`src/ngh_pkg.sv`:
```
// ----------------------------------------------------------------------------
// ngh_pkg: shared types and constants
// Payload structs, item kinds, register indexes and sizing constants.
// ----------------------------------------------------------------------------
package ngh_pkg;

  localparam int NGRAM_MAX  = 3;
  localparam int HEADS_MAX  = 8;
  localparam int TOKEN_BITS = 32;

  localparam int PREV_DEPTH = NGRAM_MAX - 1;
  localparam int HEAD_DEPTH = (NGRAM_MAX - 1) * HEADS_MAX;
  localparam int HEAD_IW    = 4;
  localparam int SHIFT_W    = $clog2(NGRAM_MAX);
  localparam int ORD_W      = (NGRAM_MAX > 2) ? $clog2(NGRAM_MAX - 1) : 1;
  localparam int SEG_W      = $clog2(NGRAM_MAX);
  localparam int HCNT_W     = $clog2(HEADS_MAX + 1);
  localparam int TOTAL_W    = $clog2(HEAD_DEPTH + 1);
  localparam int MUL_IW     = (NGRAM_MAX > 1) ? $clog2(NGRAM_MAX) : 1;

  typedef enum logic [2:0] {
    KIND_TOKEN = 3'd0,
    KIND_MUL   = 3'd1,
    KIND_MOD   = 3'd2,
    KIND_OFF   = 3'd3,
    KIND_START = 3'd4
  } kind_e;

  typedef enum logic [1:0] {
    CFG_EOS   = 2'd0,
    CFG_ORDER = 2'd1,
    CFG_HEADS = 2'd2
  } cfg_idx_e;

  typedef struct packed {
    logic [2:0]  kind;
    logic [31:0] token;
    logic [3:0]  table_index;
    logic [62:0] table_value;
  } in_t;

  typedef struct packed {
    logic [3:0]  head;
    logic [40:0] ngram_id;
    logic        last;
  } out_t;

  // controller -> datapath
  typedef struct packed {
    logic               tok_load;
    logic               mul_en;
    logic [SHIFT_W-1:0] shift;
    logic [1:0]         phase;
    logic               hist_upd;
    logic               div_init;
    logic               div_step;
    logic               fin;
    logic [3:0]         head;
    logic [ORD_W-1:0]   ord;
    logic               last;
  } cmd_t;

  // datapath -> controller
  typedef struct packed {
    logic [HCNT_W-1:0]  heads;
    logic [TOTAL_W-1:0] total;
  } sts_t;

endpackage

```
`src/ngh_dp.sv`:
```
// ----------------------------------------------------------------------------
// ngh_dp: datapath
// Configuration, tables, token history, shared multiplier, serial remainder, result register.
// ----------------------------------------------------------------------------
module ngh_dp (
  input  logic          clk_i,
  input  logic          rst_ni,
  input  logic          in_acc_i,
  input  ngh_pkg::in_t  in_i,
  input  logic          cfg_we_i,
  input  logic [1:0]    cfg_idx_i,
  input  logic [31:0]   cfg_data_i,
  input  ngh_pkg::cmd_t cmd_i,
  output ngh_pkg::sts_t sts_o,
  output ngh_pkg::out_t out_o
);
  import ngh_pkg::*;

  logic [31:0] eos_q;
  logic [1:0]  ord_cfg_q;
  logic [3:0]  heads_cfg_q;

  logic [TOKEN_BITS-1:0] tok_q;
  logic [TOKEN_BITS-1:0] prev_q [PREV_DEPTH];
  logic [SEG_W-1:0]      seg_q;

  logic [62:0] mult_q [NGRAM_MAX];
  logic [31:0] mod_q  [HEAD_DEPTH];
  logic [40:0] off_q  [HEAD_DEPTH];

  logic [63:0] mul_q, part_q, acc_q;
  logic [63:0] mix_q [PREV_DEPTH];
  logic [63:0] dvd_q;
  logic [31:0] rem_q, p_q;
  logic        neg_q;
  out_t        out_q;

  logic [TOKEN_BITS-1:0] eos_t;
  logic [TOKEN_BITS-1:0] shifted [NGRAM_MAX];
  logic [31:0]           op_a, op_lo, op_hi;
  logic [63:0]           prod, psum, acc_d, mval, mag;
  logic [SHIFT_W-1:0]    sm1;
  logic [32:0]           r2;
  logic                  ge;
  logic [31:0]           res;
  logic [3:0]            ord_eff;
  logic [HCNT_W-1:0]     heads_eff;
  logic [7:0]            total_w;

  assign eos_t = eos_q[TOKEN_BITS-1:0];

  // effective order and head count
  always_comb begin
    ord_eff = {2'b00, ord_cfg_q};
    if (ord_eff < 4'd2) ord_eff = 4'd2;
    if (ord_eff > 4'(NGRAM_MAX)) ord_eff = 4'(NGRAM_MAX);
    if ({1'b0, heads_cfg_q} > 5'(HEADS_MAX)) heads_eff = HCNT_W'(HEADS_MAX);
    else heads_eff = HCNT_W'(heads_cfg_q);
    total_w = 8'(ord_eff - 4'd1) * 8'(heads_eff);
  end
  assign sts_o.heads = heads_eff;
  assign sts_o.total = total_w[TOTAL_W-1:0];

  // shifted tokens, padded before the segment start
  always_comb begin
    shifted[0] = tok_q;
    for (int s = 1; s < NGRAM_MAX; s++) begin
      shifted[s] = ({1'b0, seg_q} >= (SEG_W+1)'(s)) ? prev_q[s-1] : eos_t;
    end
  end

  // 32x32 multiplies: low half of the multiplier in phase 0, then high half in phase 1
  assign op_a  = 32'(shifted[cmd_i.shift]);
  assign op_lo = mult_q[cmd_i.shift][31:0];
  assign op_hi = {1'b0, mult_q[cmd_i.shift][62:32]};
  assign prod  = op_a * ((cmd_i.phase == 2'd0) ? op_lo : op_hi);
  assign psum  = part_q + {mul_q[31:0], 32'h0};
  assign acc_d = (cmd_i.shift == '0) ? psum : (acc_q ^ psum);
  assign sm1   = cmd_i.shift - SHIFT_W'(1);

  // remainder step and final correction
  assign mval = mix_q[cmd_i.ord];
  assign mag  = mval[63] ? (64'd0 - mval) : mval;
  assign r2   = {rem_q, dvd_q[63]};
  assign ge   = r2 >= {1'b0, p_q};
  always_comb begin
    if (p_q == '0) res = '0;
    else if (!neg_q) res = rem_q;
    else if (rem_q != '0) res = p_q - rem_q;
    else res = '0;
  end

  // configuration registers
  always_ff @(posedge clk_i or negedge rst_ni) begin
    if (!rst_ni) begin
      eos_q       <= '0;
      ord_cfg_q   <= 2'd3;
      heads_cfg_q <= 4'd8;
    end else if (cfg_we_i) begin
      if (cfg_idx_i == CFG_EOS) eos_q <= cfg_data_i;
      if (cfg_idx_i == CFG_ORDER) ord_cfg_q <= cfg_data_i[1:0];
      if (cfg_idx_i == CFG_HEADS) heads_cfg_q <= cfg_data_i[3:0];
    end
  end

  // token history and segment count
  always_ff @(posedge clk_i or negedge rst_ni) begin
    if (!rst_ni) begin
      seg_q <= '0;
      for (int k = 0; k < PREV_DEPTH; k++) prev_q[k] <= '0;
    end else if (in_acc_i && in_i.kind == KIND_START) begin
      seg_q <= '0;
    end else if (cmd_i.hist_upd) begin
      prev_q[0] <= tok_q;
      for (int k = 1; k < PREV_DEPTH; k++) prev_q[k] <= prev_q[k-1];
      if (tok_q == eos_t) seg_q <= '0;
      else if ({1'b0, seg_q} < (SEG_W+1)'(PREV_DEPTH)) seg_q <= seg_q + SEG_W'(1);
    end
  end

  // tables
  always_ff @(posedge clk_i) begin
    if (in_acc_i) begin
      if (in_i.kind == KIND_MUL && {1'b0, in_i.table_index} < 5'(NGRAM_MAX))
        mult_q[in_i.table_index[MUL_IW-1:0]] <= in_i.table_value;
      if (in_i.kind == KIND_MOD)
        mod_q[in_i.table_index[HEAD_IW-1:0]] <= in_i.table_value[31:0];
      if (in_i.kind == KIND_OFF)
        off_q[in_i.table_index[HEAD_IW-1:0]] <= in_i.table_value[40:0];
    end
  end

  // arithmetic datapath
  always_ff @(posedge clk_i) begin
    if (cmd_i.tok_load) tok_q <= in_i.token[TOKEN_BITS-1:0];
    if (cmd_i.mul_en) begin
      unique case (cmd_i.phase)
        2'd0: mul_q <= prod;
        2'd1: begin
          part_q <= mul_q;
          mul_q  <= prod;
        end
        default: begin
          acc_q <= acc_d;
          if (cmd_i.shift != '0) mix_q[sm1[ORD_W-1:0]] <= acc_d;
        end
      endcase
    end
    if (cmd_i.div_init) begin
      dvd_q <= mag;
      neg_q <= mval[63];
      rem_q <= '0;
      p_q   <= mod_q[cmd_i.head];
    end
    if (cmd_i.div_step) begin
      dvd_q <= {dvd_q[62:0], 1'b0};
      rem_q <= ge ? 32'(r2 - {1'b0, p_q}) : r2[31:0];
    end
    if (cmd_i.fin) begin
      out_q.head     <= cmd_i.head;
      out_q.ngram_id <= {9'd0, res} + off_q[cmd_i.head];
      out_q.last     <= cmd_i.last;
    end
  end

  assign out_o = out_q;

endmodule

```
`config.mk`:
```
export PLATFORM = sky130hd
export DESIGN_NAME = ngh_dp
export DESIGN_NICKNAME = d
export VERILOG_FILES = /design/src/ngh_pkg.sv /design/src/ngh_dp.sv
export SDC_FILE = /design/constraint.sdc
export NUM_CORES = 2
export LEC_CHECK = 0
export BUFFER_PORTS_ARGS = -buffer_cell sky130_fd_sc_hd__clkbuf_2
export CORE_ASPECT_RATIO = 1.5
export CORE_UTILIZATION = 55
export CTS_CLUSTER_DIAMETER = 200
export DETAILED_ROUTE_END_ITERATION = 8
export PLACE_DENSITY_LB_ADDON = 0.1
export SYNTH_ARGS = -nofsm -noshare
export SYNTH_HDL_FRONTEND = slang
export SYNTH_SLANG_ARGS = --single-unit
export TNS_END_PERCENT = 50
```
`constraint.sdc`:
```
create_clock -name clk_i -period 8.9 [get_ports clk_i]
set_input_delay 0.89 -clock clk_i [delete_from_list [all_inputs] [get_ports clk_i]]
set_output_delay 0.89 -clock clk_i [all_outputs]
set_load 0.02 [all_outputs]
```
# Yosys cells after proc, flatten, opt, wreduce, memory -nomap -nowiden
# Memory sizes are Yosys's and may differ from the RTL's. A register that Yosys moved wholly into a read port is not among the register bits.
# Index checks and enable logic that the tools add are counted.
# word_totals
register_bits	471
mem_bits_rw	1485
in_bits	156
n_memories	4
# memory_table
memory	depth	word_bits	rd	rd_ports_with_merged_regs	wr	line	text
off_q	16	41	1	0	1	ngh_dp.sv:29	logic [40:0] off_q [HEAD_DEPTH];
mod_q	16	32	1	1	1	ngh_dp.sv:28	logic [31:0] mod_q [HEAD_DEPTH];
mult_q	3	63	1	0	1	ngh_dp.sv:27	logic [62:0] mult_q [NGRAM_MAX];
mix_q	2	64	1	0	1	ngh_dp.sv:32	logic [63:0] mix_q [PREV_DEPTH];
# classes
n_addsub	8
n_mul	2
order_cmp	9
n_eq_ne	8
n_mux	36
bitwise	4
reduce_logical	20
# ops
cell	n
32-bit 2-to-1 mux	11
64-bit 2-to-1 mux	4
64-bit adder	1
32-bit binary-select mux with 2-bit select	1
32-bit by 32-bit multiplier with 64-bit output	1
1-bit by 64-bit subtractor with 64-bit output, first input constant	1
32-bit subtractor	2
64-bit XOR	1
32-bit by 41-bit adder with 41-bit output	1
33-bit by 32-bit greater-or-equal comparator with 1-bit output	1
32-bit equality test	1
32-bit zero test	1
32-bit nonzero test	1
2-bit AND reduction	8
1-bit 2-to-1 mux	13
2-bit 2-to-1 mux	6
3-bit by 2-bit equality test with 1-bit output, second input constant	2
2-bit zero test	3
2-bit nonzero test	3
3-bit by 5-bit multiplier with 5-bit output	1
2-bit by 1-bit equality test with 1-bit output, second input constant	2
4-bit by 2-bit greater-than comparator with 1-bit output, second input constant	1
4-bit greater-than comparator, second input constant	1
2-bit less-than comparator, second input constant	2
16 further kinds	18

# Logic depth before layout (Yosys ltp)
# logic_depth
ltp_word	6
mapped_depth	37

# Worst setup path after synthesis
# OpenSTA, ideal clock, no wires.
# synth_path
path_type	input port to flip-flop
startpoint	in cmd_i[11] in the netlist's numbering
endpoint	reg mul_q[59] (data pin)
setup_time_ns	0.264
t_arrival_ns	9.770
required_time_ns	8.636
slack_ns	-1.134
cell_stages	28
cell_sequence	clkbuf_1 -> nor2_1 -> buf_2 -> buf_1 -> mux2i_1 -> a21oi_1 -> clkbuf_1 -> nand2_1 -> fa_1 -> fa_1 -> fa_1 -> fa_1 -> inv_1 -> fa_1 -> fa_1 -> fa_1 -> fa_1 -> ha_1 -> clkbuf_1 -> and3_1 -> nand2_1 -> or4_1 -> o21ai_1 -> a41oi_1 -> o21ai_0 -> a221oi_1 -> o311ai_1 -> xnor2_1
# synth_between
elab_chain_cells	3
# synth_lines
item	line	text
start, declared	ngh_dp.sv:13	input ngh_pkg::cmd_t cmd_i,
2-bit zero test	ngh_dp.sv:76	assign prod = op_a * ((cmd_i.phase == 2'd0) ? op_lo : op_hi);
32-bit 2-to-1 mux	ngh_dp.sv:76	
32-bit by 32-bit multiplier with 64-bit output	ngh_dp.sv:76	
via prod[59]	ngh_dp.sv:41	logic [63:0] prod, psum, acc_d, mval, mag;
end signal, assigned	ngh_dp.sv:138	2'd0: mul_q <= prod;
end signal, assigned	ngh_dp.sv:141	mul_q <= prod;
end, declared	ngh_dp.sv:31	logic [63:0] mul_q, part_q, acc_q;
# The timed path passes the listed nets, and every way through them passes these cells.
# A chain may end at the register's enable or synchronous reset.

# Worst setup path in the final report
# layout_path
startpoint	reg seg_q[0]
endpoint	reg mul_q[54] (data pin)
# layout_between
elab_chain_cells	6
elab_cells_between_ends	8
classes_between	mul: 1; order compare: 2; mux: 5
# layout_lines
item	line	text
start, declared	ngh_dp.sv:25	logic [SEG_W-1:0] seg_q;
start signal, assigned	ngh_dp.sv:117	else if ({1'b0, seg_q} < (SEG_W+1)'(PREV_DEPTH)) seg_q <= seg_q + SEG_W'(1);
2-bit greater-or-equal comparator / 2-bit by 1-bit greater-or-equal comparator with 1-bit output (equally long branches)	ngh_dp.sv:68	shifted[s] = ({1'b0, seg_q} >= (SEG_W+1)'(s)) ? prev_q[s-1] : eos_t;
32-bit 2-to-1 mux	ngh_dp.sv:68	
32-bit binary-select mux with 2-bit select (*)	ngh_dp.sv:73	assign op_a = 32'(shifted[cmd_i.shift]);
32-bit 2-to-1 mux (not written as such) (*) (2 in series)	ngh_dp.sv:73	
32-bit by 32-bit multiplier with 64-bit output (*)	ngh_dp.sv:76	
via prod[54]	ngh_dp.sv:41	
# Mark *: on every way through the listed nets, which the timed path passes. The rest lies on a longest branch. The select of a mux whose other input is x is not followed.

==> flow_metrics.env <==
export IMPL_outcome="finished clean"
export IMPL_maxCapViolations=0
export IMPL_grt_ovfl_total=0
export IMPL_post_drt_wl_per_cell_um=29.24
export IMPL_cp_end_kind="flop"
export IMPL_tightest_slew_ps=1155
export IMPL_yosysTopAreaCellShare_pct=48.67
export IMPL_clockBufferDepth=4
export IMPL_timing_fmax_mhz=113.1
export IMPL_die_h_um=564.9
export IMPL_mostFrequentLayoutCells="edfxtp_1 (1883), inv_1 (965), fa_1 (887)"
export IMPL_cp_slowest_cell="fa_2"
export IMPL_coreArea_um2=209800
export IMPL_synth_top_family_by_area="adder cells"
export IMPL_synth_edf_count=1883
export IMPL_avgSynthCellArea_um2=13.63
export IMPL_critPathKind="flop to flop"
export IMPL_slew_headroom_pct=22.00
export IMPL_antenna_left=0
export IMPL_synth_mux_area_share_pct=10.26
export IMPL_grtUsageTotal_pct=33.91
export IMPL_finalInstanceArea_um2=133300
export IMPL_place_area_um2=126300
export IMPL_yosysTopAreaCell="edfxtp_1"
export IMPL_syn_nets=9968
export IMPL_synth_area_top_cells="edfxtp_1 (49%), fa_1 (16%), mux4_2 (7.7%), ha_1 (4.2%), inv_1 (3.1%)"
export IMPL_synth_seq_cells=1988
export IMPL_dp_slack_ps=-1015
export IMPL_yosys_most_used_dff="edfxtp_1"
export IMPL_period_minus_slack_ps=8840
export IMPL_nNetsFinal=10707
export IMPL_cts_sinks=1988
export IMPL_grt_pass1_wl_mm=512.0
export IMPL_drv_slew=0
export IMPL_ys_types=87
export IMPL_worstPathArrival_ps=9410
export IMPL_setup_tns_ps=0
export IMPL_io_pins=211
export IMPL_synth_cells=8520
export IMPL_die_area_um2=213100
export IMPL_start_util_pct=55.37
export IMPL_synth_simple_area_share_pct=7.327
export IMPL_clock_latency_ps=840
export IMPL_fin_ws_ps=60.43
export IMPL_wirelength_mm=357.3
export IMPL_crit_top_cell="fa_1"
export IMPL_cts_hold_buf=0
export IMPL_path_clk_slew_ps=70
export IMPL_io_buffer_count=210
export IMPL_grt_antenna_before_repair=25
export IMPL_setup_violations=0
export IMPL_drive_gt1_share_pct=20.91
export IMPL_cts_buffers=185
export IMPL_synth_compound_area_share_pct=4.713
export IMPL_layout_commonest_cell="edfxtp_1"
export IMPL_cts_tree="built"
export IMPL_max_stage_delay_ps=610
export IMPL_ys_seq_area_share_pct=50.94
export IMPL_synth_xor_area_share_pct=2.533
export IMPL_grt_pass1_vias=76288
export IMPL_clock_skew_final_ps=74.32
export IMPL_min_period_over_period_pct=99.32
export IMPL_die_w_um=377.2
export IMPL_drc_errors=0
export IMPL_gp_congestion=1.043
export IMPL_worstHoldPathType="primary input to asynchronous set/reset pin"
export IMPL_dr_pass1_iters=6
export IMPL_cp_required_ps=9470
export IMPL_synth_adder_area_share_pct=19.73
export IMPL_synth_async_reset_ratio_pct=5.231
export IMPL_syn_area_um2=116200
export IMPL_via_count=72479
export IMPL_worstPathMaxFanout=7
export IMPL_num_rows=206
export IMPL_rsz0062_at_grt="true"
export IMPL_syn_to_final_growth_pct=14.73
export IMPL_cts_root_buf="clkbuf_16"
export IMPL_dr_first_iter_drc_count=6039
export IMPL_via_per_inst=5.930
export IMPL_hold_viol_final=0
export IMPL_critPathLaunchType="flop"
export IMPL_grt_max_degree=81
export IMPL_ys_warn_count=0
export IMPL_cts_max_level=4
export IMPL_hpwl_mm=263.5
[worst paths after layout]
kind	startpoint	end	slack, ps	cells past startpoint
max	seg_q[0]	mul_q[54]	60	32
min	rst_ni	prev_q[16]	80	1
max reg2reg	seg_q[0]	mul_q[54]	60	32
min reg2reg	mul_q[54]	part_q[54]	390	0
max in group asynchronous	rst_ni	prev_q[24]	7580	2
min in group clk_i	in_i[79]	tok_q[12]	230	1
[layer usage]
metal	GRT usage, %	vias up	wire length, um
met5	0	-	125
met3	5.084	905	20560
met1	37.33	37627	121200
met4	21.96	20	27220
met2	60.87	2622	188200
li1	-	31305	-
[final cells by class]
type	count	area (um^2)
Fill cell	15969	76530
Sequential cell	1988	59170
Multi-Input combinational cell	5158	52910
Timing Repair Buffer	954	8016
Clock buffer	223	4906
Inverter	972	3649
Tap cell	2808	3513
Clock inverter	109	1086
Antenna cell	11	27.53
[state kept, by name, indices dropped and copies added (netlist names), 32 cells and up]
| register | count |
|---|---|
| off_q | 656 |
| mult_q | 189 |
| part_q | 64 |
| p_q | 32 |
| mul_q | 64 |
| mod_q | 512 |
| tok_q | 32 |
| eos_q | 32 |
| mix_q | 128 |
| dvd_q | 64 |
| out_o | 46 |
| acc_q | 64 |
| rem_q | 32 |
| prev_q | 64 |
[worst max-delay path: cells and delay by family, from the launching register on]
| kind | cells | cell delay (ps) |
|---|---|---|
| compound gates | 5 | 1040 |
| xor+xnor | 1 | 120 |
| fa+ha+maj | 10 | 4640 |
| buf+inv | 8 | 1000 |
| flops | 1 | 370 |
| mux | 1 | 240 |
| simple gates | 7 | 1180 |
[timing repair]
item | 4_1_cts | 5_1_grt
pin swaps | 2 | 51
gates cloned | 0 | 1
buffers inserted | 0 | 22
setup endpoints to repair | 16 | 17
gates resized for setup | 27 | 145
[kinds of logic (layout without fill, tap and decap cells)]
family	after synthesis	after routing
xor+xnor	336	336
buf+inv	1374	2258
compound gates	876	876
mux	683	683
fa+ha+maj	1292	1292
simple gates	1971	1971
flops	1988	1988
other cells	0	11
[cells in the mapped netlist, types with 19 or more instances]
master,count
a21o_1,117
a21oi_1,253
and2_1,24
and3_1,27
buf_1,32
buf_2,34
clkbuf_1,331
dfrtp_1,101
edfxtp_1,1883
fa_1,900
ha_1,392
inv_1,972
mux2_2,112
mux2i_1,176
mux4_2,395
nand2_1,744
nand2b_1,50
nand3_1,65
nand4_1,44
nor2_1,792
nor2b_1,57
nor3_1,62
nor4_1,24
o21a_1,20
o21ai_0,213
o21ai_1,19
o21bai_1,22
o22a_1,33
o22ai_1,39
o31ai_1,21
xnor2_1,243
xor2_1,93
[stage by stage]
stage,util (%),cells,hold WS [ps]
5_1_grt,63.51,12215,115.4
3_5_place_dp,60.21,11859,404.5
4_1_cts,63.11,12191,58.17
6_report,63.52,12223,82.97
3_3_place_gp,60.21,11859,400.7
2_1_floorplan,-,8520,400.3
Power is left out: the tool's default activity adds up to more than one toggle a clock period on the data nets, which glitch-free logic cannot reach.
