**src/ngh_pkg.sv**
```systemverilog
// ----------------------------------------------------------------------------
// ngh_pkg: shared types and constants
// Payload structs, item kinds, register indexes and sizing constants.
// ----------------------------------------------------------------------------
package ngh_pkg;

  localparam int NGRAM_MAX  = 3;
  localparam int HEADS_MAX  = 8;
  localparam int TOKEN_BITS = 32;

  localparam int PREV_DEPTH = NGRAM_MAX - 1;
  localparam int HEAD_DEPTH = (NGRAM_MAX - 1) * HEADS_MAX;
  localparam int HEAD_IW    = 4;
  localparam int SHIFT_W    = $clog2(NGRAM_MAX);
  localparam int ORD_W      = (NGRAM_MAX > 2) ? $clog2(NGRAM_MAX - 1) : 1;
  localparam int SEG_W      = $clog2(NGRAM_MAX);
  localparam int HCNT_W     = $clog2(HEADS_MAX + 1);
  localparam int TOTAL_W    = $clog2(HEAD_DEPTH + 1);
  localparam int MUL_IW     = (NGRAM_MAX > 1) ? $clog2(NGRAM_MAX) : 1;

  typedef enum logic [2:0] {
    KIND_TOKEN = 3'd0,
    KIND_MUL   = 3'd1,
    KIND_MOD   = 3'd2,
    KIND_OFF   = 3'd3,
    KIND_START = 3'd4
  } kind_e;

  typedef enum logic [1:0] {
    CFG_EOS   = 2'd0,
    CFG_ORDER = 2'd1,
    CFG_HEADS = 2'd2
  } cfg_idx_e;

  typedef struct packed {
    logic [2:0]  kind;
    logic [31:0] token;
    logic [3:0]  table_index;
    logic [62:0] table_value;
  } in_t;

  typedef struct packed {
    logic [3:0]  head;
    logic [40:0] ngram_id;
    logic        last;
  } out_t;

  // controller -> datapath
  typedef struct packed {
    logic               tok_load;
    logic               mul_en;
    logic [SHIFT_W-1:0] shift;
    logic [1:0]         phase;
    logic               hist_upd;
    logic               div_init;
    logic               div_step;
    logic               fin;
    logic [3:0]         head;
    logic [ORD_W-1:0]   ord;
    logic               last;
  } cmd_t;

  // datapath -> controller
  typedef struct packed {
    logic [HCNT_W-1:0]  heads;
    logic [TOTAL_W-1:0] total;
  } sts_t;

endpackage

```
**src/ngh_ctrl.sv**
```systemverilog
// ----------------------------------------------------------------------------
// ngh_ctrl: sequencer
// Steps the product phases, the bit-serial remainder and the head loop.
// ----------------------------------------------------------------------------
module ngh_ctrl (
  input  logic          clk_i,
  input  logic          rst_ni,
  input  logic          in_valid_i,
  input  logic [2:0]    in_kind_i,
  output logic          in_ready_o,
  output logic          out_valid_o,
  input  logic          out_ready_i,
  input  ngh_pkg::sts_t sts_i,
  output ngh_pkg::cmd_t cmd_o
);
  import ngh_pkg::*;

  localparam logic [2:0] S_IDLE = 3'd0;
  localparam logic [2:0] S_MUL  = 3'd1;
  localparam logic [2:0] S_LOAD = 3'd2;
  localparam logic [2:0] S_DIV  = 3'd3;
  localparam logic [2:0] S_ADD  = 3'd4;
  localparam logic [2:0] S_OUT  = 3'd5;

  logic [2:0]         state_q, state_d;
  logic [SHIFT_W-1:0] shift_q, shift_d;
  logic [1:0]         phase_q, phase_d;
  logic [5:0]         bit_q, bit_d;
  logic [3:0]         h_q, h_d;
  logic [HCNT_W-1:0]  j_q, j_d;
  logic [ORD_W-1:0]   ord_q, ord_d;
  logic               ov_q, ov_d;
  logic               last;

  assign in_ready_o  = (state_q == S_IDLE);
  assign out_valid_o = ov_q;
  assign last = ({{(TOTAL_W-4){1'b0}}, h_q} + TOTAL_W'(1)) == sts_i.total;

  // next state and commands
  always_comb begin
    state_d = state_q;
    shift_d = shift_q;
    phase_d = phase_q;
    bit_d   = bit_q;
    h_d     = h_q;
    j_d     = j_q;
    ord_d   = ord_q;
    ov_d    = ov_q;
    cmd_o          = '0;
    cmd_o.shift    = shift_q;
    cmd_o.phase    = phase_q;
    cmd_o.head     = h_q;
    cmd_o.ord      = ord_q;
    cmd_o.last     = last;
    unique case (state_q)
      S_IDLE: begin
        if (in_valid_i && in_kind_i == KIND_TOKEN) begin
          cmd_o.tok_load = 1'b1;
          shift_d = '0;
          phase_d = '0;
          state_d = S_MUL;
        end
      end
      S_MUL: begin
        cmd_o.mul_en = 1'b1;
        if (phase_q == 2'd2) begin
          phase_d = '0;
          if (shift_q == SHIFT_W'(NGRAM_MAX - 1)) begin
            cmd_o.hist_upd = 1'b1;
            h_d   = '0;
            j_d   = '0;
            ord_d = '0;
            state_d = (sts_i.total == '0) ? S_IDLE : S_LOAD;
          end else begin
            shift_d = shift_q + SHIFT_W'(1);
          end
        end else begin
          phase_d = phase_q + 2'd1;
        end
      end
      S_LOAD: begin
        cmd_o.div_init = 1'b1;
        bit_d   = '0;
        state_d = S_DIV;
      end
      S_DIV: begin
        cmd_o.div_step = 1'b1;
        bit_d = bit_q + 6'd1;
        if (bit_q == 6'd63) state_d = S_ADD;
      end
      S_ADD: begin
        cmd_o.fin = 1'b1;
        ov_d    = 1'b1;
        state_d = S_OUT;
      end
      S_OUT: begin
        if (out_ready_i) begin
          ov_d = 1'b0;
          if (last) begin
            state_d = S_IDLE;
          end else begin
            h_d = h_q + 4'd1;
            if (j_q + HCNT_W'(1) == sts_i.heads) begin
              j_d   = '0;
              ord_d = ord_q + ORD_W'(1);
            end else begin
              j_d = j_q + HCNT_W'(1);
            end
            state_d = S_LOAD;
          end
        end
      end
      default: state_d = S_IDLE;
    endcase
  end

  always_ff @(posedge clk_i or negedge rst_ni) begin
    if (!rst_ni) begin
      state_q <= S_IDLE;
      shift_q <= '0;
      phase_q <= '0;
      bit_q   <= '0;
      h_q     <= '0;
      j_q     <= '0;
      ord_q   <= '0;
      ov_q    <= 1'b0;
    end else begin
      state_q <= state_d;
      shift_q <= shift_d;
      phase_q <= phase_d;
      bit_q   <= bit_d;
      h_q     <= h_d;
      j_q     <= j_d;
      ord_q   <= ord_d;
      ov_q    <= ov_d;
    end
  end

  // a held result blocks new items
  a_busy: assert property (@(posedge clk_i) disable iff (!rst_ni)
    out_valid_o |-> !in_ready_o) else $error("ready while result pending");

  // final result taken returns to idle
  a_done: assert property (@(posedge clk_i) disable iff (!rst_ni)
    (state_q == S_OUT && out_ready_i && last) |=> state_q == S_IDLE)
    else $error("no return to idle");

  // remainder runs its full bit count
  a_div: assert property (@(posedge clk_i) disable iff (!rst_ni)
    (state_q == S_DIV && bit_q != 6'd63) |=> state_q == S_DIV)
    else $error("remainder cut short");

endmodule

```
**config.mk**
```make
export PLATFORM = sky130hd
export DESIGN_NAME = ngh_ctrl
export DESIGN_NICKNAME = d
export VERILOG_FILES = /design/src/ngh_pkg.sv /design/src/ngh_ctrl.sv
export SDC_FILE = /design/constraint.sdc
export NUM_CORES = 1
export LEC_CHECK = 0
export BUFFER_PORTS_ARGS = -buffer_cell sky130_fd_sc_hd__buf_2
export CAP_MARGIN = 20
export CELL_PAD_IN_SITES_DETAIL_PLACEMENT = 1
export CELL_PAD_IN_SITES_GLOBAL_PLACEMENT = 1
export CORE_MARGIN = 4
export CORE_UTILIZATION = 40
export DETAILED_ROUTE_END_ITERATION = 8
export PLACE_DENSITY = 0.86
export SYNTH_ARGS = -nofsm -noshare
export SYNTH_HDL_FRONTEND = slang
export SYNTH_SLANG_ARGS = --single-unit
```
**constraint.sdc**
```tcl
create_clock -name clk_i -period 2.86 [get_ports clk_i]
set_input_delay 0.143 -clock clk_i [delete_from_list [all_inputs] [get_ports clk_i]]
set_output_delay 0.143 -clock clk_i [all_outputs]
set_load 0.02 [all_outputs]
```
After elaboration in Yosys (flattened, before gate mapping):

Cells that the tools add are included.
Widths: inputs -> output; s select.

* memory bits (read-only): 0
* bits in latches: 0
* bits in writable memories: 0
* bits of input ports: 16
* memories: 0
* output and inout bits: 18
* bits in registers: 23
* word-level logic and storage cells: 88

* div/mod/pow operators: 0
* reduce and logical (&&, ||, !) cells: 14
* mux-type cells: 41
* multipliers: 0
* order comparisons: 0
* add/sub/neg operators: 7
* bitwise logic cells: 0
* equal/unequal tests: 18
* shifts and indexed selects: 0

Operators by type and width (number)
* $mux 4: 7
* $pmux 3 s6: 1
* $pmux 4 s2: 2
* $mux 1: 15
* $mux 3: 5
* $ne 2x2->1 const B: 7
* $mux 2: 6
* $pmux 6 s2: 1
* $reduce_and 5->1: 2
* $add 4x1->4 const B: 2
* $pmux 2 s2: 2
* $reduce_bool 2->1: 4
* $add 6x1->6 const B: 1
* $eq 3x2->1 const B: 2
* $eq 3x3->1 const B: 2
* $eq 6x6->1 const B: 1
* $logic_not 3->1: 2
* $reduce_and 6->1: 1
* $add 4x1->5 const B: 1
* $eq 5x5->1: 1
* $logic_not 5->1: 1
* $add 2x1->2 const B: 2
* $eq 2x2->1 const B: 2
* $eq 4x4->1: 1
* other kinds (7): 9

Depth between registers and ports, before layout:

Gate-level depths: netlist of run 1.

* depth after elaboration: 6
* gate-level depth with buffers: 9
* gate-level depth less buffers: 8

Worst setup path before layout of run 1:

No wires, ideal clock.

* kind: reg-to-reg
* from: register h_q[0]
* to: register ord_q
* buffers on the path: 1
* path slack: 723 ps
* arrival: 2011 ps
* required time: 2735 ps
* clock period less this slack: 2137 ps
* setup time: 125 ps
* stages on the path, launching flop included: 8
* path through: dfrtp_1 > ha_1 > xor2_1 > nor4_4 > and3_1 > or2_1 > buf_6 > mux2_4

* word-level cells in the longest chain between the ends: 4

RTL lines
* from (decl): RTL line ngh_ctrl.sv:29 `logic [3:0] h_q, h_d;`
* from (signal assigned): RTL line ngh_ctrl.sv:123 `h_q <= '0;`
* from (signal assigned): RTL line ngh_ctrl.sv:132 `h_q <= h_d;`
* $add 4x1->5: RTL line ngh_ctrl.sv:37 `assign last = ({{(TOTAL_W-4){1'b0}}, h_q} + TOTAL_W'(1)) == sts_i.total;`
* $eq 5x5->1: RTL line ngh_ctrl.sv:37
* $ne 2x2->1 (no source line)
* $reduce_and 6->1 (no source line)
* to (signal assigned): RTL line ngh_ctrl.sv:134 `ord_q <= ord_d;`
* to (decl): RTL line ngh_ctrl.sv:31 `logic [ORD_W-1:0] ord_q, ord_d;`

Every way passes these cells.
A chain may end at the register's enable or synchronous reset.

==> results of run 1 <==
==> metal layers <==
layer	up-vias	GRT usage, %
li1	664	-
met1	670	20.4
met2	41	31.3
met3	6	4.03
met4	0	3.62
met5	-	0
==> where the power goes <==
part / internal, mW / switching, mW
Clock: 0.0971 / 0.101
Sequential: 0.402 / 0.123
Combinational: 0.213 / 0.325
Total: 0.712 / 0.549
==> worst max path at each step <==
stage	from	to	slack, ns
2_1_floorplan	h_q[0]	ord_q	0.72
3_3_place_gp	h_q[0]	ord_q	0.75
3_5_place_dp	h_q[0]	ord_q	0.63
4_1_cts	h_q[0]	cmd_o[0]	0.50
5_1_grt	h_q[0]	cmd_o[0]	0.36
6_report	h_q[0]	cmd_o[0]	0.51
==> synth_stat cells, drive strengths merged (3+ instances only) <==
cell type,instances
dfrtp,23
nand2,19
o21ai,14
nor2,11
nand3,9
buf,8
a22o,7
xnor2,7
a21oi,6
nor3,6
inv,5
ha,4
xor2,4
and2,3
mux2,3
nand2b,3
nand3b,3
o211ai,3
==> final cells by class <==
type	instances	area, um2
fillers	461	1940
multi-input cells	129	866
flip-flops and latches	23	576
repair buffers	34	175
well taps	48	60.1
clock buffers	3	41.3
inverters	5	23.8
clock inverters	1	5.00
==> state kept, by name (all words and copies together) (netlist names) <==
register	cells
bit_q	6
h_q	4
ord_q	1
shift_q	2
state_q	3
out_valid_o	1
j_q	4
phase_q	2
==> cells by family (layout without fill, tap and decap cells) <==
group | Yosys count | after routing | share of synthesized area [%]
XOR/XNOR | 11 | 11 | 6.27
AND/OR/NAND/NOR | 67 | 67 | 24.7
AO/OA/AOI/OAI | 43 | 43 | 19.1
adder cells (fa/ha/maj) | 4 | 4 | 3.26
flip-flops | 23 | 23 | 37.5
buffers and inverters | 15 | 43 | 6.19
multiplexers | 4 | 4 | 3.09
==> tightest hold or removal path, stage by stage <==
cell     delay, ns
buf_2         0.13
nand2_1       0.06
a21o_1        0.10
==> placed cells by master, fill, tap and decap left out, types with 2 or more instances in the layout <==
master     synthesis  final
and2_1             3      3
nand4b_1           2      2
inv_1              4      4
and3_1             2      2
a22o_1             7      7
buf_2              2     33
a21oi_1            6      6
o21ai_0           14     14
nand2_1           19     19
nand3b_1           3      3
o2bb2ai_1          2      2
nand3_1            8      8
o211ai_1           3      3
mux2_2             2      2
ha_1               4      4
nor2_1            10     10
dfrtp_1           23     23
clkbuf_8           0      3
xor2_1             4      4
xnor2_1            7      7
nand2b_1           2      2
nor3_1             5      5
a21o_1             2      2
==> stage by stage <==
step	hold WS (ns)	power (mW)	std cells	instance area (um2)	setup WS, ns
5_1_grt	0.190	1.37	243	1750	0.362
4_1_cts	0.189	1.28	243	1750	0.499
6_report	0.196	1.26	243	1750	0.509
3_3_place_gp	0.148	1.02	238	1690	0.752
2_1_floorplan	-0.153	0.919	167	1540	0.723
3_5_place_dp	0.157	1.07	238	1690	0.625
==> summary.txt, run 1 <==
Setup path
  – Slowest cell delay on critical path: 0.46 ns
  – Crit path max-delay family: simple AND/OR/NAND/NOR gates
  – Crit path arrival time: 2.21 ns
  – Worst setup EP type: primary output
  – Worst setup SP type: flop
  – WP data required: 2.72 ns
  – Reg2reg end: ord_q
  – Worst path cell trace: ha_1 > xor2_1 > nor4_4 > and2_1 > buf_2
  – R2R depth: 6
  – Crit. path cell count: 5
  – Crit-path max FO: 7
  – Worst R2R Start: h_q[0]
  – Cell with the biggest individual delay on the critical path: dfrtp_1
  – Setup slack, reg-to-reg: 0.62 ns
  – Crit Path Class: flop to primary output
  – Worst Path Buf+Inv: 1

Synth
  – Synth area leader: dfrtp_1
  – Top_reg_cell synth: dfrtp_1
  – EDFF count, synth: 0
  – Mapped cell area: 1540 um2
  – Async set or reset register ratio after synthesis: 100%
  – Syn avg cell area: 9.20 um2
  – Flops & latches, synth: 23
  – Unique masters post-synth: 52
  – Post-synthesis sequential area ratio: 37.5%
  – Mapped Nets: 187
  – Synth top area share: 37.5%
  – Top post-synthesis cells by area: dfrtp_1 (37%), nand2_1 (4.6%), o21ai_0 (4.6%)
  – Mapped Cells: 167
  – Yosys warns: 0

Routing
  – M1 wire length: 1700 um
  – Number of vias per cell: 5.68
  – First-pass iteration count of the detailed router: 5
  – Drt wl/cell: 16.4 um
  – Met3 routed WL: 221 um
  – WL met2: 2010 um
  – DR top layer: met4
  – Initial drt markers: 27
  – Vias: 1381
  – DRC viols: 0
  – Final ANT Viol Nets: 0
  – Detailed Route WL: 3980 um

Clocking
  – Clock slew at reported path FFs: 0.08 ns
  – Hold_buf cts: 1
  – Later-pin clock latency in the skew report: 0.26 ns
  – CTS tree: done
  – Clock sink count: 23
  – Postcts setup bufs: 0
  – # resized after CTS: 0
  – CTS H-tree lvls: 1
  – CTS Root Buffer Type: clkbuf_8
  – Max clock buf depth: 2
  – CTS Buf Count: 3

Global routing
  – Initial antenna violation count: 0
  – First-pass GRT wire length: 6970 um
  – Vias in the first global route: 1482
  – Tot GR Track Use: 17.2%
  – Largest net degree at the start of global routing: 24
  – Total congestion overflow: 0

Hold path
  – Hold Path Origin: out_ready_i
  – Hold Path Depth: 3
  – Hold endpoint: out_valid_o
  – HP Class: input pin to flop

Place
  – PortBufs: 33
  – DP Wirelength: 3090 um
  – Gpl congestion: 0.831

Cells and area
  – Fraction of layout cells with a size suffix above 1: 23.6%
  – # diodes: 0
  – Area growth from synthesis to final layout: 13.7%
  – Final Util: 47.4%
  – Fin nets: 216

STA
  – Final period util: 82.2%
  – Fmax: 0.425 GHz
  – Fin. max-slew vios: 0
  – RSZ-0062 raised after global routing: no
  – Slew @ Worst Pin: 0.592 ns
  – Worst Skew: 0.00500 ns
  – Min cycle time layout: 2.35 ns
  – Final setup viols: 0
  – Final Hold Viols: 0
  – TNS Setup: 0 ns
  – Slew headroom: 60.5%

Floorplan
  – Die Span X: 70.0 um
  – Starting Density: 41.7%
  – Number of I/O pins: 34
  – Core ar.: 3690 um2
  – DIE AREA: 4900 um2
  – FP Rows: 22
  – Die height: 70.0 um

Power and ir drop
  – Leak pwr: 0.816 nW
  – VDD IR max: 0.467 mV
  – Cell area power density: 722 nW/um2

Status
  – Status: finished, final reports clean

Run
  – Max-Cap Viols: 0
Note: power is estimated with default switching activity, not from simulation.
==> inputs of run 2 (changes only) <==
Clock period 2.86 ns to 2.4 ns, I/O delays scaled along.
==> summary.txt, run 2 (synthesis results as in run 1) <==
Routing
  – Initial drt markers: 35 (+30%)
  – Vias: 1371 (-0.72%)
  – Final ANT Viol Nets: 0 (unchanged)
  – Drt wl/cell: 15.9 um (-2.8%)
  – Number of vias per cell: 5.60 (-1.5%)
  – Detailed Route WL: 3900 um (-2.0%)
  – DRC viols: 0 (unchanged)
  – First-pass iteration count of the detailed router: 4 (-1)

Cells and area
  – Largest register FFs: 6 (unchanged)
  – Post-route insts no fill: 245 (+0.82%)
  – Commonest non-fill, non-tap cells in the layout: buf_2 (33), dfrtp_1 (23), nand2_1 (19)
  – # diodes: 0 (unchanged)
  – Most common cell after layout, fill and taps aside: buf_2
  – Biggest regs: bit_q: 6 flops, h_q: 4 flops, j_q: 4 flops
  – Top reg by flops: bit_q
  – Area growth from synthesis to final layout: 14.7%
  – Fillers: 463 (+0.43%)
  – Fraction of layout cells with a size suffix above 1: 24.9% (+1.3 points)
  – Fin nets: 218 (+0.93%)

Clocking
  – Postcts setup bufs: 0 (unchanged)
  – CTS H-tree lvls: 1 (unchanged)
  – Clock sink count: 23 (unchanged)
  – CTS tree: done
  – Later-pin clock latency in the skew report: 0.27 ns (about the same)
  – Max clock buf depth: 2 (unchanged)
  – CTS Root Buffer Type: clkbuf_8
  – CTS Buf Count: 3 (unchanged)
  – Clock slew at reported path FFs: 0.09 ns (about the same)

STA
  – Slew headroom: 63.7% (+3.1 points)
  – Worst Skew: 0.00422 ns (-0.000782 ns)
  – Final period util: 93.5%
  – Fin. max-slew vios: 0 (unchanged)
  – Hold_ws: 0.163 ns (-0.0330 ns)
  – Final setup viols: 0 (unchanged)
  – RSZ-0062 raised after global routing: no
  – Slew @ Worst Pin: 0.545 ns (-0.0472 ns)
  – Final Hold Viols: 0 (unchanged)
  – Fmax: 0.446 GHz
  – Min cycle time layout: 2.24 ns
  – TNS Setup: 0 ns (unchanged)

Place
  – DP Wirelength: 3050 um (-1.1%)
  – Gpl congestion: 0.813 (-2.2%)
  – PortBufs: 33 (unchanged)
  – Inst Count DP: 240 (+0.84%)

Floorplan
  – Die height: 70.0 um (unchanged)
  – FP Rows: 22 (unchanged)
  – Die Span X: 70.0 um (unchanged)
  – DIE AREA: 4900 um2 (unchanged)
  – Starting Density: 41.7% (unchanged)
  – Core ar.: 3690 um2 (unchanged)
  – Number of I/O pins: 34 (unchanged)

Setup path
  – Reg2reg end: ord_q
  – WP data required: 2.55 ns (-0.17 ns)
  – R2R depth: 6 (unchanged)
  – Worst R2R Start: h_q[0]
  – Worst setup SP type: flop
  – Crit Path Class: flop to flop
  – Worst setup EP type: flop
  – Crit-path max FO: 6 (-1)
  – Crit path arrival time: 2.40 ns (+0.19 ns)
  – Setup slack, reg-to-reg: 0.16 ns (-0.46 ns)

Global routing
  – First-pass GRT wire length: 6870 um (-1.5%)
  – Total congestion overflow: 0 (unchanged)
  – Initial antenna violation count: 0 (unchanged)
  – Vias in the first global route: 1483 (+0.067%)
  – Largest net degree at the start of global routing: 24 (unchanged)
  – Tot GR Track Use: 16.9% (-0.32 points)

Hold path
  – HP Class: input pin to flop
  – Hold Path Origin: out_ready_i
  – Hold Path Depth: 3 (unchanged)
  – Hold endpoint: out_valid_o

Power and ir drop
  – Total power: 1.50 mW (+19%)
  – Cell area power density: 854 nW/um2 (+18%)
  – VDD IR max: 0.750 mV (+60%)
  – Leak pwr: 0.827 nW (+1.3%)

Status
  – Status: finished, final reports clean

Run
  – Max-Cap Viols: 0 (unchanged)
-- run 2: metal layers --
layer	share of wire [%]	vias to the layer above	global-route usage (%)
met3	5.2	0	4.75
met5	0	-	0
li1	-	668	-
met1	41	670	19.2
met4	0	0	1.91
met2	53	33	31.9
-- run 2: worst max path at each step --
stage / start / slack (ns) / to / cells after the start
floorplan: h_q[0] / 0.26 / ord_q / 7
global placement: h_q[0] / 0.29 / ord_q / 6
detailed placement: h_q[0] / 0.16 / ord_q / 6
CTS: h_q[0] / 0.07 / cmd_o[0] / 5
global route: shift_q[0] / 0.04 / h_q[0] / 8
finish: h_q[0] / 0.16 / ord_q / 6
-- run 2: worst max-delay path, cell delays in order, from the launching register on --
cell and delay [ns]:
dfrtp_1 0.47, ha_1 0.37, xor2_1 0.20, nor4_4 0.34
and3_1 0.22, or2_1 0.22, mux2_4 0.32
-- run 2: layout make-up --
type / instances / area, um2 / area share (%)
Clock buffer: 3 / 41.3 / 2.34
Clock inverter: 1 / 5.00 / 0.284
Inverter: 5 / 23.8 / 1.35
Multi-Input combinational cell: 129 / 867 / 49.2
Sequential cell: 23 / 576 / 32.6
Tap cell: 48 / 60.1 / 3.41
Timing Repair Buffer: 36 / 190 / 10.8
-- run 2: metrics by stage --
stage | area [um2] | utilization (%) | worst slack [ns]
floorplan | 1540 | - | 0.263
global placement | 1710 | 46.2 | 0.293
detailed placement | 1710 | 46.2 | 0.165
CTS | 1760 | 47.8 | 0.0698
global route | 1760 | 47.8 | 0.0387
finish | 1760 | 47.8 | 0.156
-- run 2: where the power goes --
part | leakage [nW] | internal [mW] | switching (mW) | total, mW
combinational | 0.501 | 0.263 | 0.377 | 0.640
sequential | 0.301 | 0.479 | 0.141 | 0.620
clock | 0.0255 | 0.116 | 0.129 | 0.245
-- run 2: what timing repair did --
item	4_1_cts	5_1_grt
setup endpoints to repair	0	1
gates resized for setup	0	1
hold buffers	1	0
hold endpoints to repair	23	0
==> inputs of run 3 (changes only) <==
Settings changed: ABC_AREA set to 1, CORE_UTILIZATION 40 to 39, PLACE_DENSITY 0.86 to 0.88.
==> summary.txt, run 3 <==
Floorplan
  – DIE AREA: 5080 um2 (+3.8%)
  – FP Rows: 22 (unchanged)
  – Core ar.: 3770 um2 (+2.2%)
  – Number of I/O pins: 34 (unchanged)
  – Die Span X: 71.3 um (+1.9%)
  – Starting Density: 41.4% (-0.25 points)
  – Die height: 71.3 um (+1.9%)

Cells and area
  – Top reg by flops: bit_q
  – Commonest non-fill, non-tap cells in the layout: nand2_1 (57), buf_2 (33), inv_1 (28)
  – Fin nets: 264 (+21%)
  – Post-route insts no fill: 291 (+19%)
  – Largest register FFs: 6 (unchanged)
  – Most common cell after layout, fill and taps aside: nand2_1
  – Final Util: 47.7% (-0.051 points)
  – Finished layout cell area: 1800 um2 (+2.1%)
  – Area growth from synthesis to final layout: 15.3%
  – Biggest regs: bit_q: 6 flops, h_q: 4 flops, j_q: 4 flops
  – Fraction of layout cells with a size suffix above 1: 25.5% (+0.64 points)
  – # diodes: 0 (unchanged)
  – Fillers: 496 (+7.1%)

Setup path
  – CP dominant cell by count: nand2_1
  – Crit Path Class: flop to primary output
  – Crit-path max FO: 7 (+1)
  – Setup slack, reg-to-reg: 0.61 ns (+0.45 ns)
  – Worst path cell trace: ha_1 > inv_1 > nand2_1 > nand2_1 > nand3_1 > nor2_2 > nand2_1 > inv_1 > buf_2
  – Crit path arrival time: 1.78 ns (-0.62 ns)
  – Slowest cell delay on critical path: 0.45 ns (-0.02 ns)
  – WP data required: 2.28 ns (-0.27 ns)
  – Worst R2R Start: h_q[0]
  – R2R depth: 10 (+4)
  – Worst setup EP type: primary output
  – Worst setup SP type: flop
  – Reg2reg end: h_q[1]
  – Cell with the biggest individual delay on the critical path: dfrtp_1

STA
  – Hold_ws: 0.202 ns (+0.0390 ns)
  – Final Hold Viols: 0 (unchanged)
  – Slew @ Worst Pin: 0.534 ns (-0.0107 ns)
  – Final period util: 79.1% (-14 points)
  – TNS Setup: 0 ns (unchanged)
  – Fmax: 0.527 GHz (+18%)
  – Min cycle time layout: 1.90 ns (-0.346 ns)
  – Final setup viols: 0 (unchanged)
  – Slew headroom: 64.4% (+0.71 points)
  – Worst Skew: 0.00611 ns (+0.00189 ns)
  – Slack of the critical path: 0.502 ns (+0.346 ns)
  – Fin. max-slew vios: 0 (unchanged)
  – RSZ-0062 raised after global routing: no

Clocking
  – Postcts setup bufs: 0 (unchanged)
  – CTS tree: done
  – Clock sink count: 23 (unchanged)
  – CTS H-tree lvls: 1 (unchanged)
  – Max clock buf depth: 2 (unchanged)
  – Clock slew at reported path FFs: 0.09 ns (about the same)
  – CTS Buf Count: 3 (unchanged)
  – Later-pin clock latency in the skew report: 0.26 ns (about the same)
  – # resized after CTS: 0 (unchanged)
  – CTS Root Buffer Type: clkbuf_8

Place
  – Post-Place Cell Area: 1750 um2 (+2.3%)
  – Gpl congestion: 0.782 (-3.8%)
  – Inst Count DP: 286 (+19%)
  – DP Wirelength: 3130 um (+2.5%)
  – Pre-CTS setup slack: 0.591 ns (+0.426 ns)
  – PortBufs: 33 (unchanged)

Synth
  – Leading cell types by count after synthesis: nand2_1 (57), inv_1 (28), dfrtp_1 (23), nand3_1 (22), nor2_1 (12)
  – Mapped Cells: 209 (+25%)
  – Yosys warns: 0 (unchanged)
  – Top post-synthesis cells by area: dfrtp_1 (37%), nand2_1 (14%), nand3_1 (7.1%)
  – Post-synthesis sequential area ratio: 36.9% (-0.60 points)
  – Unique masters post-synth: 33 (-37%)
  – Async set or reset register ratio after synthesis: 100% (unchanged)
  – Mapped Nets: 229 (+22%)
  – Mapped cell area: 1560 um2 (+1.6%)
  – EDFF count, synth: 0 (unchanged)
  – Top-count cell post-synth: nand2_1
  – Top_reg_cell synth: dfrtp_1
  – Synth top area share: 36.9% (-0.60 points)
  – Flops & latches, synth: 23 (unchanged)
  – Synth area leader: dfrtp_1
  – Syn avg cell area: 7.47 um2 (-19%)

Routing
  – Drt wl/cell: 13.6 um (-15%)
  – Vias: 1471 (+7.3%)
  – Number of vias per cell: 5.05 (-9.7%)
  – Detailed Route WL: 3950 um (+1.4%)
  – Final ANT Viol Nets: 0 (unchanged)
  – First-pass iteration count of the detailed router: 4 (unchanged)
  – Initial drt markers: 37 (+5.7%)
  – DRC viols: 0 (unchanged)

Hold path
  – Hold Path Depth: 4 (+1)
  – Hold Path Origin: out_ready_i
  – Hold endpoint: state_q[2]
  – HP Class: input pin to flop

Global routing
  – First-pass GRT wire length: 7090 um (+3.2%)
  – Vias in the first global route: 1604 (+8.2%)
  – Total congestion overflow: 0 (unchanged)
  – Largest net degree at the start of global routing: 24 (unchanged)
  – Initial antenna violation count: 0 (unchanged)
  – Tot GR Track Use: 16.9% (about the same)

Run
  – Max-Cap Viols: 0 (unchanged)

Status
  – Status: finished, final reports clean

Power and ir drop
  – Cell area power density: 373 nW/um2 (-56%)
  – VDD IR max: 0.211 mV (-72%)
  – Leak pwr: 0.949 nW (+15%)
  – Total power: 0.672 mW (-55%)
-- run 3: worst max path at each step --
stage                     slack (ns)  depth (start not counted)    from        to
final                           0.50                          9  h_q[0]  cmd_o[0]
after global routing            0.30                         10  h_q[0]  cmd_o[0]
after CTS                       0.46                          9  h_q[0]  cmd_o[0]
after detailed placement        0.59                         10  h_q[0]    h_q[1]
after global placement          0.66                         10  h_q[0]    h_q[0]
after floorplan                 0.69                         11  h_q[0]    h_q[3]
-- run 3: layer usage --
layer / up-vias / wire (um) / share of wire [%] / global-route usage, %
met3: 4 / 156 / 3.9 / 3.09
met1: 689 / 1720 / 44 / 21.0
met4: 0 / 19 / 0.48 / 2.09
met5: - / 0 / 0 / 0
li1: 750 / - / - / -
met2: 28 / 2060 / 52 / 30.9
-- run 3: cell type report --
cell class	count	area, um2	area share, %
multi-input combinational	149	821	45.6
sequential	23	576	32.0
timing repair buffer	34	175	9.73
inverter	33	124	6.88
tap	48	60.1	3.34
clock buffer	4	45.0	2.50
-- run 3: power by group --
part	total [mW]	switching, mW	internal, mW
Combinational	0.0403	0.0240	0.0163
Sequential	0.387	0	0.387
Clock	0.245	0.126	0.118
Total	0.672	0.150	0.522
-- run 3: cell families (layout without fill, tap and decap cells) --
family                   Yosys count  in the layout  synth area share (%)
XOR/XNOR                           1              1                 0.561
AND/OR/NAND/NOR                  115            115                  35.4
AO/OA/AOI/OAI                     29             29                  13.4
adder cells (fa/ha/maj)            4              4                  3.21
buffers and inverters             37             71                  10.6
flip-flops                        23             23                  36.9
-- run 3: worst max-delay path: cells and delay by family, from the launching register on --
kind          cells  cell delay, ns
fa+ha+maj         1            0.37
buf+inv           3            0.28
flops             1            0.45
simple gates      5            0.42
-- run 3: timing repair --
action                     CTS  global route
hold buffers                 1             0
hold endpoints to repair    23             0
setup endpoints to repair    0             0
